--- src/rtl/bcsc_pkg.sv ---
`default_nettype none
package bcsc_pkg;

  localparam int DATA_W        = 32;
  localparam int NUM_REGS      = 4;
  localparam int CFG_W         = 13;
  localparam int MEM_BYTES_DEF = 4096;

  // input commands
  localparam logic [1:0] CMD_WRITE = 2'd0;
  localparam logic [1:0] CMD_EXEC  = 2'd1;
  localparam logic [1:0] CMD_READ  = 2'd2;

  // configuration register indexes
  localparam logic CFG_MEM_IN_USE  = 1'b0;
  localparam logic CFG_STACK_FLOOR = 1'b1;

  // print kinds
  localparam logic [1:0] PK_NONE = 2'd0;
  localparam logic [1:0] PK_INT  = 2'd1;
  localparam logic [1:0] PK_STR  = 2'd2;

  // status bits
  localparam logic [7:0] F_BAD_ACCESS = 8'h01;
  localparam logic [7:0] F_BAD_INSTR  = 8'h02;
  localparam logic [7:0] F_BAD_REG    = 8'h04;
  localparam logic [7:0] F_OVERFLOW   = 8'h08;
  localparam logic [7:0] F_UNDERFLOW  = 8'h10;
  localparam logic [7:0] F_ABOVE      = 8'h20;
  localparam logic [7:0] F_EQUAL      = 8'h40;
  localparam logic [7:0] F_BELOW      = 8'h80;

  // instruction bytes
  localparam logic [7:0] OP_ADD      = 8'h01;
  localparam logic [7:0] OP_NEG      = 8'h02;
  localparam logic [7:0] OP_MUL      = 8'h03;
  localparam logic [7:0] OP_DIV      = 8'h04;
  localparam logic [7:0] OP_MOD      = 8'h05;
  localparam logic [7:0] OP_CMP      = 8'h10;
  localparam logic [7:0] OP_JA       = 8'h11;
  localparam logic [7:0] OP_JE       = 8'h12;
  localparam logic [7:0] OP_JB       = 8'h13;
  localparam logic [7:0] OP_JMP      = 8'h14;
  localparam logic [7:0] OP_CALL     = 8'h20;
  localparam logic [7:0] OP_RET      = 8'h21;
  localparam logic [7:0] OP_LOAD     = 8'h30;
  localparam logic [7:0] OP_STORE    = 8'h31;
  localparam logic [7:0] OP_CONST    = 8'h32;
  localparam logic [7:0] OP_RLOAD    = 8'h33;
  localparam logic [7:0] OP_RSTORE   = 8'h34;
  localparam logic [7:0] OP_HALT     = 8'h40;
  localparam logic [7:0] OP_INT      = 8'h41;
  localparam logic [7:0] OP_NOP      = 8'h42;
  localparam logic [7:0] OP_PUSH     = 8'h50;
  localparam logic [7:0] OP_PUSH_ALL = 8'h51;
  localparam logic [7:0] OP_POP      = 8'h52;
  localparam logic [7:0] OP_POP_ALL  = 8'h53;
  localparam logic [7:0] OP_LSP      = 8'h54;

  // instruction length in bytes, zero for an unknown byte
  function automatic logic [2:0] op_len(input logic [7:0] op);
    logic [2:0] len;
    case (op) inside
      OP_ADD, OP_MUL, OP_DIV, OP_MOD, OP_CMP, OP_RLOAD, OP_RSTORE: len = 3'd3;
      OP_NEG, OP_INT, OP_PUSH, OP_POP, OP_LSP:                    len = 3'd2;
      OP_JA, OP_JE, OP_JB, OP_JMP, OP_CALL:                       len = 3'd5;
      OP_LOAD, OP_STORE, OP_CONST:                                len = 3'd6;
      OP_RET, OP_HALT, OP_NOP, OP_PUSH_ALL, OP_POP_ALL:           len = 3'd1;
      default:                                                    len = 3'd0;
    endcase
    return len;
  endfunction

endpackage
`default_nettype wire

--- src/rtl/bcsc_div.sv ---
`default_nettype none
module bcsc_div import bcsc_pkg::*; (
  input  wire logic              clk,
  input  wire logic              rst_n,
  input  wire logic              start,
  input  wire logic [DATA_W-1:0] dividend,
  input  wire logic [DATA_W-1:0] divisor,
  output logic                   done,
  output logic      [DATA_W-1:0] quot,
  output logic      [DATA_W-1:0] rem
);

  localparam int CntW = $clog2(DATA_W);

  logic              busy_r;
  logic              done_r;
  logic [CntW-1:0]   cnt_r;
  logic [DATA_W-1:0] q_r;
  logic [DATA_W-1:0] r_r;
  logic [DATA_W-1:0] d_r;
  logic              qneg_r;
  logic              rneg_r;
  logic [DATA_W:0]   shifted;
  logic [DATA_W+1:0] diff;
  logic              ge;

  // one quotient bit per cycle, restoring, on magnitudes
  assign shifted = {r_r, q_r[DATA_W-1]};
  assign diff    = {1'b0, shifted} - {2'b00, d_r};
  assign ge      = ~diff[DATA_W+1];

  always_ff @(posedge clk) begin
    if (!rst_n) begin
      busy_r <= 1'b0;
      done_r <= 1'b0;
      cnt_r  <= '0;
    end else begin
      done_r <= 1'b0;
      if (start) begin
        busy_r <= 1'b1;
        cnt_r  <= '0;
      end else if (busy_r) begin
        cnt_r <= cnt_r + 1'b1;
        if (cnt_r == CntW'(DATA_W - 1)) begin
          busy_r <= 1'b0;
          done_r <= 1'b1;
        end
      end
    end
  end

  always_ff @(posedge clk) begin
    if (start) begin
      q_r    <= dividend[DATA_W-1] ? -dividend : dividend;
      d_r    <= divisor[DATA_W-1] ? -divisor : divisor;
      r_r    <= '0;
      qneg_r <= dividend[DATA_W-1] ^ divisor[DATA_W-1];
      rneg_r <= dividend[DATA_W-1];
    end else if (busy_r) begin
      q_r <= {q_r[DATA_W-2:0], ge};
      r_r <= ge ? diff[DATA_W-1:0] : shifted[DATA_W-1:0];
    end
  end

  assign done = done_r;
  assign quot = qneg_r ? -q_r : q_r;
  assign rem  = rneg_r ? -r_r : r_r;

endmodule
`default_nettype wire

--- config.mk ---
export PLATFORM = sky130hd
export DESIGN_NAME = bcsc_div
export DESIGN_NICKNAME = d
export VERILOG_FILES = /design/src/rtl/bcsc_pkg.sv /design/src/rtl/bcsc_div.sv
export SDC_FILE = /design/constraint.sdc
export NUM_CORES = 1
export LEC_CHECK = 0
export BUFFER_PORTS_ARGS = -buffer_cell sky130_fd_sc_hd__buf_4
export CORE_MARGIN = 10
export CORE_UTILIZATION = 50
export DETAILED_ROUTE_END_ITERATION = 10
export PLACE_DENSITY = 0.72
export SYNTH_ARGS = -nofsm -noshare
export SYNTH_HDL_FRONTEND = slang
export SYNTH_SLANG_ARGS = --single-unit
--- constraint.sdc ---
create_clock -name clk -period 3.55 [get_ports clk]
set_input_delay 0.355 -clock clk [delete_from_list [all_inputs] [get_ports clk]]
set_output_delay 0.355 -clock clk [all_outputs]
set_load 0.02 [all_outputs]
==> impl_metrics.py, run 1 <==
metrics = {
    "outcome": {
        "run_status": "finished with violations",
        "violations": "negative setup slack",
    },
    "cells_and_area": {
        "final_area_um2": 10100,
        "syn_to_final_growth_pct": 21.1,
        "antenna_cells": 0,
        "drive_above_1_share_pct": 19.6,
        "layout.nets": 1202,
    },
    "worst_setup_path": {
        "cp_data_required_time_ns": 3.19,
        "cp_data_arrival_time_ns": 3.42,
        "startpoint_type": "flip-flop",
        "cp-end-kind": "output port",
        "worst-setup-path-type": "reg2out",
        "crit_fanout": 5,
    },
    "die": {
        "io_pins": 132,
        "die_h_um": 149,
        "die_w_um": 149,
        "core_um2": 16500,
        "die_area_um2": 22300,
        "num_rows": 47,
        "initial_core_util_pct": 50.7,
    },
    "synth": {
        "synth_top_area_share_pct": 23.7,
        "synth_area_leaders": "edfxtp_1 24%, xnor2_1 10%, dfxtp_1 9.4%",
        "synth-seq-cells": 105,
        "yosysSeqAreaShare_pct": 33.1,
        "synth-async-reset-ratio_pct": 0,
        "syn-num-nets": 1074,
        "syn_area_per_cell_um2": 8.62,
        "synth.distinct_cells": 62,
        "yosys.area.top_type": "edfxtp_1",
        "ys.flop_type": "edfxtp_1",
        "yosys_warnings": 0,
        "synth_area_um2": 8350,
        "synth_edf_count": 66,
        "postSynthCellCount": 968,
    },
    "timing": {
        "finalHoldViolations": 0,
        "relSlewSlack_pct": 23.0,
        "fmax_mhz": 265,
        "slew_violations": 0,
        "rsz0062_at_grt": "true",
        "tns_ns": -1.48,
        "fin_crit_sh_pct": 106,
        "worst_pin_slew_ns": 1.15,
        "period_needed_ns": 3.78,
        "layout_setup_ws_ns": -0.227,
        "clock_skew_ns": 0.00491,
        "finalSetupViolations": 9,
    },
    "placed_design": {
        "io_buffers": 131,
        "routabilityCongestion": 0.946,
        "place_hpwl_um": 17100,
        "placed_cell_area_um2": 9620,
    },
    "detailed_routing": {
        "via_per_inst": 5.72,
        "vias": 7549,
        "dr.pass1.iters": 5,
        "routed_wl_um": 22600,
        "drc": 0,
        "drtIter0Drc": 593,
        "wire_per_inst_um": 17.1,
        "ant_nets": 0,
    },
    "clocking": {
        "root_buffer": "clkbuf_16",
        "cts_tree": "yes",
        "clock_sinks": 105,
        "clockBufferDepth": 2,
        "path_clk_slew_ns": 0.07,
        "clk_latency_ns": 0.35,
        "cts_inserted_buffers": 9,
        "cts.htree.levels": 3,
    },
    "power": {
        "power_density_nw_per_um2": 393,
        "p_int_mw": 2.58,
        "clkPwrFrac_pct": 24.2,
        "power.switching_mw": 1.39,
        "vdd_drop_max_uv": 299,
        "pwr-share-seq_pct": 38.6,
        "leakage_nw": 3.99,
        "pwr-share-comb_pct": 37.2,
        "p_sw_share_pct": 35.0,
    },
    "global_route": {
        "grt_pass1_wl_um": 36100,
        "antenna_found_initial": 0,
        "grt_pass1_vias": 7005,
        "grt_use_total_pct": 19.8,
        "overflow": 0,
        "grt_max_degree": 80,
    },
    "worst_hold_path": {
        "worstHoldPathType": "in2reg",
    },
    "run": {
        "drv_cap": 0,
    },
}
==> cell usage after synthesis, drive strengths merged (2+ instances only) <==
master,number
a211oi,23
a21o,7
a21oi,68
a221oi,4
a31o,4
and2,3
and3,7
buf,10
clkbuf,33
dfxtp,39
edfxtp,66
ha,38
inv,52
mux2i,27
nand2,93
nand2b,15
nand3,15
nand4,9
nor2,82
nor2b,5
nor3,10
nor3b,2
nor4,7
o2111ai,2
o211ai,2
o21a,2
o21ai,66
o21bai,5
o22ai,3
o31a,3
o31ai,37
o41ai,20
or2,3
or3,22
or4,18
xnor2,95
xor2,54
==> flip-flops by register name, indices dropped and copies added, names as in the netlist <==
register / flops
d_r: 32
q_r: 32
r_r: 32
cnt_r: 5
busy_r: 1
done: 1
qneg_r: 1
rneg_r: 1
==> routing by layer <==
metal	global-route usage (%)	up-vias	wire length, um
li1	-	3768	-
met1	26.6	3517	10400
met2	31.1	244	10200
met3	5.52	20	1760
met4	4.47	0	259
met5	0	-	0
==> kinds of logic after synthesis <==
kind of cell | Yosys count | synth area share [%]
AND/OR/NAND/NOR | 295 | 17.4
buffers and inverters | 95 | 4.41
flip-flops | 105 | 33.1
XOR/XNOR | 149 | 15.6
AO/OA/AOI/OAI | 257 | 20.2
adder cells (fa/ha/maj) | 39 | 5.94
multiplexers | 28 | 3.37
==> placed cells by master (no fill, tap or decap), types with 4 or more instances in the layout <==
master | netlist | final
o21bai_1 | 5 | 5
clkbuf_16 | 0 | 9
inv_1 | 52 | 52
or4_1 | 13 | 11
nand4_1 | 9 | 9
or3_1 | 18 | 16
o41ai_4 | 1 | 4
a21o_1 | 7 | 7
nand2b_1 | 15 | 14
o21ai_0 | 66 | 60
o31ai_1 | 35 | 31
o41ai_1 | 18 | 16
dfxtp_1 | 39 | 39
nor3_1 | 10 | 10
ha_1 | 38 | 38
a31o_2 | 4 | 4
nor2b_1 | 5 | 5
or4_4 | 5 | 7
a21oi_1 | 68 | 68
o31ai_2 | 2 | 5
or3_4 | 4 | 6
nand3_1 | 15 | 14
xnor2_1 | 95 | 93
xor2_1 | 54 | 54
nand2_1 | 93 | 92
and3_1 | 7 | 7
edfxtp_1 | 66 | 66
nor2_1 | 82 | 82
mux2i_1 | 27 | 27
a221oi_1 | 4 | 4
buf_4 | 2 | 159
nor4_1 | 7 | 6
a211oi_1 | 23 | 23
==> path summary, 6_finish.rpt <==
check        slack, ns        from  depth (start not counted)        to
max              -0.23      q_r[6]                          8  quot[25]
min               0.21  divisor[0]                          1    d_r[0]
max reg2reg       0.26      r_r[7]                         11    r_r[0]
min reg2reg       0.50    cnt_r[4]                          2  cnt_r[4]
==> metrics by stage <==
| stage | power [mW] | cells | hold slack [ns] | worst slack, ns | util [%] |
|---|---|---|---|---|---|
| global route | 4.18 | 1320 | 0.201 | -0.301 | 61.4 |
| detailed placement | 2.99 | 1299 | 0.492 | 0.0646 | 58.4 |
| finish | 3.97 | 1320 | 0.207 | -0.227 | 61.4 |
| floorplan | 2.46 | 968 | 0.454 | 0.235 | - |
| global placement | 2.97 | 1299 | 0.480 | 0.128 | 58.4 |
| CTS | 3.96 | 1319 | 0.196 | -0.202 | 60.7 |
==> power groups by stage <==
stage	logic (mW)	clock network [mW]	registers, mW
6_report	1.48	0.962	1.53
5_1_grt	1.61	1.02	1.54
4_1_cts	1.46	0.980	1.52
3_5_place_dp	1.44	0	1.55
3_3_place_gp	1.43	0	1.54
2_1_floorplan	0.933	0	1.52
==> worst max-delay path, stage by stage, from the launching register on <==
cell      delay, ns
edfxtp_1       0.39
or4_4          0.56
or4_4          0.44
or3_4          0.38
or3_4          0.34
or3_4          0.40
o31ai_4        0.22
xnor2_1        0.17
buf_4          0.18
==> area by class of cell <==
type	count	area, um2
clock buffers	11	253
clock inverters	4	26.3
fillers	1479	6360
inverters	52	195
multi-input cells	768	5380
flip-flops and latches	105	2760
well taps	220	275
repair buffers	160	1210
==> what timing repair did <==
action	4_1_cts	5_1_grt
buffers inserted	5	1
hold buffers	0	0
pin swaps	4	4
gates resized for setup	17	15
endpoints found under the setup margin	14	19
(Power assumes the default switching activity.)
==> run 2, diff against run 1 <==
--- a/config.mk
+++ b/config.mk
@@ -9,7 +9,7 @@
 export CORE_MARGIN = 10
 export CORE_UTILIZATION = 50
 export DETAILED_ROUTE_END_ITERATION = 10
-export PLACE_DENSITY = 0.72
+export PLACE_DENSITY_LB_ADDON = 0.3
 export SYNTH_ARGS = -nofsm -noshare
 export SYNTH_HDL_FRONTEND = slang
 export SYNTH_SLANG_ARGS = --single-unit
==> run 2 against run 1 <==
The flow still finishes with violations (negative setup slack). Critical path type unchanged. Highest routed layer unchanged. First-iteration DRC count increased by 15%. Worst setup slack got worse by 0.018 ns. Hold slack improved by 0.0084 ns. Register-to-register slack improved by 0.15 ns. Largest cell class unchanged.
==> impl_metrics.py, run 2 (synthesized netlist as in run 1, its figures left out) <==
metrics = {
    "outcome": {
        "run_status": "finished with violations",
        "violations": "negative setup slack",
    },
    "worst_setup_path": {
        "cp_common_cell": "or3_4",
        "worst-setup-path-type": "reg2out",
        "slowest_stage": "or4_4",
        "cp_top_family": "simple AND/OR/NAND/NOR gates",
        "cp_data_required_time_ns": 3.19,
        "startpoint_type": "flip-flop",
        "worst-path-buf-inv": 1,
        "reg2reg_from": "q_r[31]",
        "worstReg2RegEnd": "r_r[28]",
        "worstPathCellList": "or4_4 > or4_4 > or3_4 > or3_4 > or3_4 > o31ai_4 > xnor2_2 > buf_4",
        "rr_worst_depth": 13,
        "crit_fanout": 5,
        "cp_data_arrival_time_ns": 3.44,
        "critPathMaxStageDelay_ns": 0.55,
        "cp-end-kind": "output port",
        "rrSetupSlack_ns": 0.41,
    },
    "clocking": {
        "path_clk_slew_ns": 0.07,
        "cts_inserted_buffers": 9,
        "clockBufferDepth": 2,
        "cts_tree": "yes",
        "clk_latency_ns": 0.36,
        "cts.htree.levels": 3,
        "clock_sinks": 105,
        "root_buffer": "clkbuf_16",
    },
    "detailed_routing": {
        "dr.pass1.iters": 6,
        "vias": 7681,
        "drtIter0Drc": 683,
        "via_per_inst": 5.78,
        "routed_wl_um": 22700,
        "ant_nets": 0,
        "wire_per_inst_um": 17.1,
        "drc": 0,
    },
    "cells_and_area": {
        "antenna_cells": 0,
        "largest_registers": "d_r x32, q_r x32, r_r x32",
        "layout.nets": 1211,
        "final_cell_mix": "167 x buf_4, 94 x xnor2_1, 91 x nand2_1, 82 x nor2_1, 68 x a21oi_1",
        "final_common_cell": "buf_4",
        "final_area_um2": 10200,
        "drive_above_1_share_pct": 20.3,
        "instances_no_fill": 1330,
        "syn_to_final_growth_pct": 22.2,
        "fin_util_pct": 61.9,
    },
    "worst_hold_path": {
        "min-delay-start": "rst_n",
        "hold_path_depth": 2,
        "worstHoldPathType": "in2reg",
        "hold_path_end": "busy_r",
    },
    "timing": {
        "finalHoldViolations": 0,
        "fmax_mhz": 263,
        "holdWs_ns": 0.216,
        "layout_setup_ws_ns": -0.245,
        "period_needed_ns": 3.80,
        "finalSetupViolations": 14,
        "tns_ns": -2.06,
        "rsz0062_at_grt": "true",
        "worst_pin_slew_ns": 1.28,
        "relSlewSlack_pct": 14.8,
        "clock_skew_ns": 0.00642,
        "fin_crit_sh_pct": 107,
        "slew_violations": 0,
    },
    "placed_design": {
        "io_buffers": 131,
        "place_ws_ns": 0.0756,
        "dp_cells": 1306,
        "place_hpwl_um": 17400,
        "placed_cell_area_um2": 9670,
        "routabilityCongestion": 0.937,
    },
    "power": {
        "finalPower_mw": 4.12,
        "pwr-share-seq_pct": 37.5,
        "power_density_nw_per_um2": 404,
        "leakage_nw": 4.04,
        "p_sw_share_pct": 34.6,
        "clkPwrFrac_pct": 26.4,
        "power.switching_mw": 1.42,
        "p_int_mw": 2.69,
        "pwr-share-comb_pct": 36.1,
        "vdd_drop_max_uv": 251,
    },
    "die": {
        "core_um2": 16500,
        "num_rows": 47,
        "die_area_um2": 22300,
        "die_w_um": 149,
        "die_h_um": 149,
        "initial_core_util_pct": 50.7,
        "io_pins": 132,
    },
    "global_route": {
        "grt_pass1_vias": 7345,
        "overflow": 0,
        "antenna_found_initial": 0,
        "grt_use_total_pct": 20.0,
        "grt_max_degree": 58,
        "grt_pass1_wl_um": 36700,
    },
    "run": {
        "drv_cap": 0,
    },
}
run 2: changes by cell type in the layout (fill, tap and decap cells not counted), moves of 2 or more:
cell,previous run,this run
buf_4,159,167
bufinv_16,0,2
clkbuf_8,2,0
dfxtp_1,39,37
dfxtp_2,0,2
o31ai_2,5,3
o31ai_4,1,3
run 2: cell type report:
type                    instances  area (um2)
multi-input cells             768        5360
inverters                      52         195
fillers                      1424        6270
well taps                     220         275
clock buffers                   9         225
flip-flops and latches        105        2770
clock inverters                 7        93.8
repair buffers                169        1280
run 2: repair_timing:
action | CTS | global route
pin swaps | 4 | 5
hold buffers | 0 | 0
setup endpoints to repair | 13 | 21
resized for setup | 11 | 20
setup buffers | 5 | 3
run 2: worst reg2reg max path, delay by kind of cell, from the launching register on:
| kind | cells | cell delay, ns |
|---|---|---|
| fa+ha+maj | 2 | 0.57 |
| compound gates | 7 | 1.53 |
| xor+xnor | 1 | 0.20 |
| buf+inv | 3 | 0.33 |
| flops | 1 | 0.42 |
run 2: how the worst max path moves through the flow:
stage | startpoint | to | slack [ns] | cells after the start
2_1_floorplan | q_r[6] | quot[29] | 0.23 | 7
3_3_place_gp | q_r[6] | quot[29] | 0.19 | 8
3_5_place_dp | q_r[6] | quot[25] | 0.08 | 8
4_1_cts | q_r[6] | quot[25] | -0.22 | 8
5_1_grt | q_r[6] | quot[25] | -0.30 | 8
6_report | q_r[6] | quot[25] | -0.25 | 8
run 2: power by group through the flow:
stage	clock network (mW)	logic (mW)	registers (mW)
after global placement	0	1.43	1.55
after global routing	1.14	1.62	1.56
final	1.09	1.48	1.54
after CTS	1.10	1.47	1.54
after detailed placement	0	1.45	1.56
after floorplan	0	0.933	1.52
run 2: routing by layer:
layer / share of wire, % / wire [um] / vias to the layer above / GRT usage (%)
met4: 1.7 / 394 / 0 / 6.13
li1: - / - / 3805 / -
met1: 46 / 10600 / 3582 / 27.5
met5: 0 / 0 / - / 0
met3: 8.1 / 1830 / 28 / 4.58
met2: 44 / 9960 / 266 / 30.5
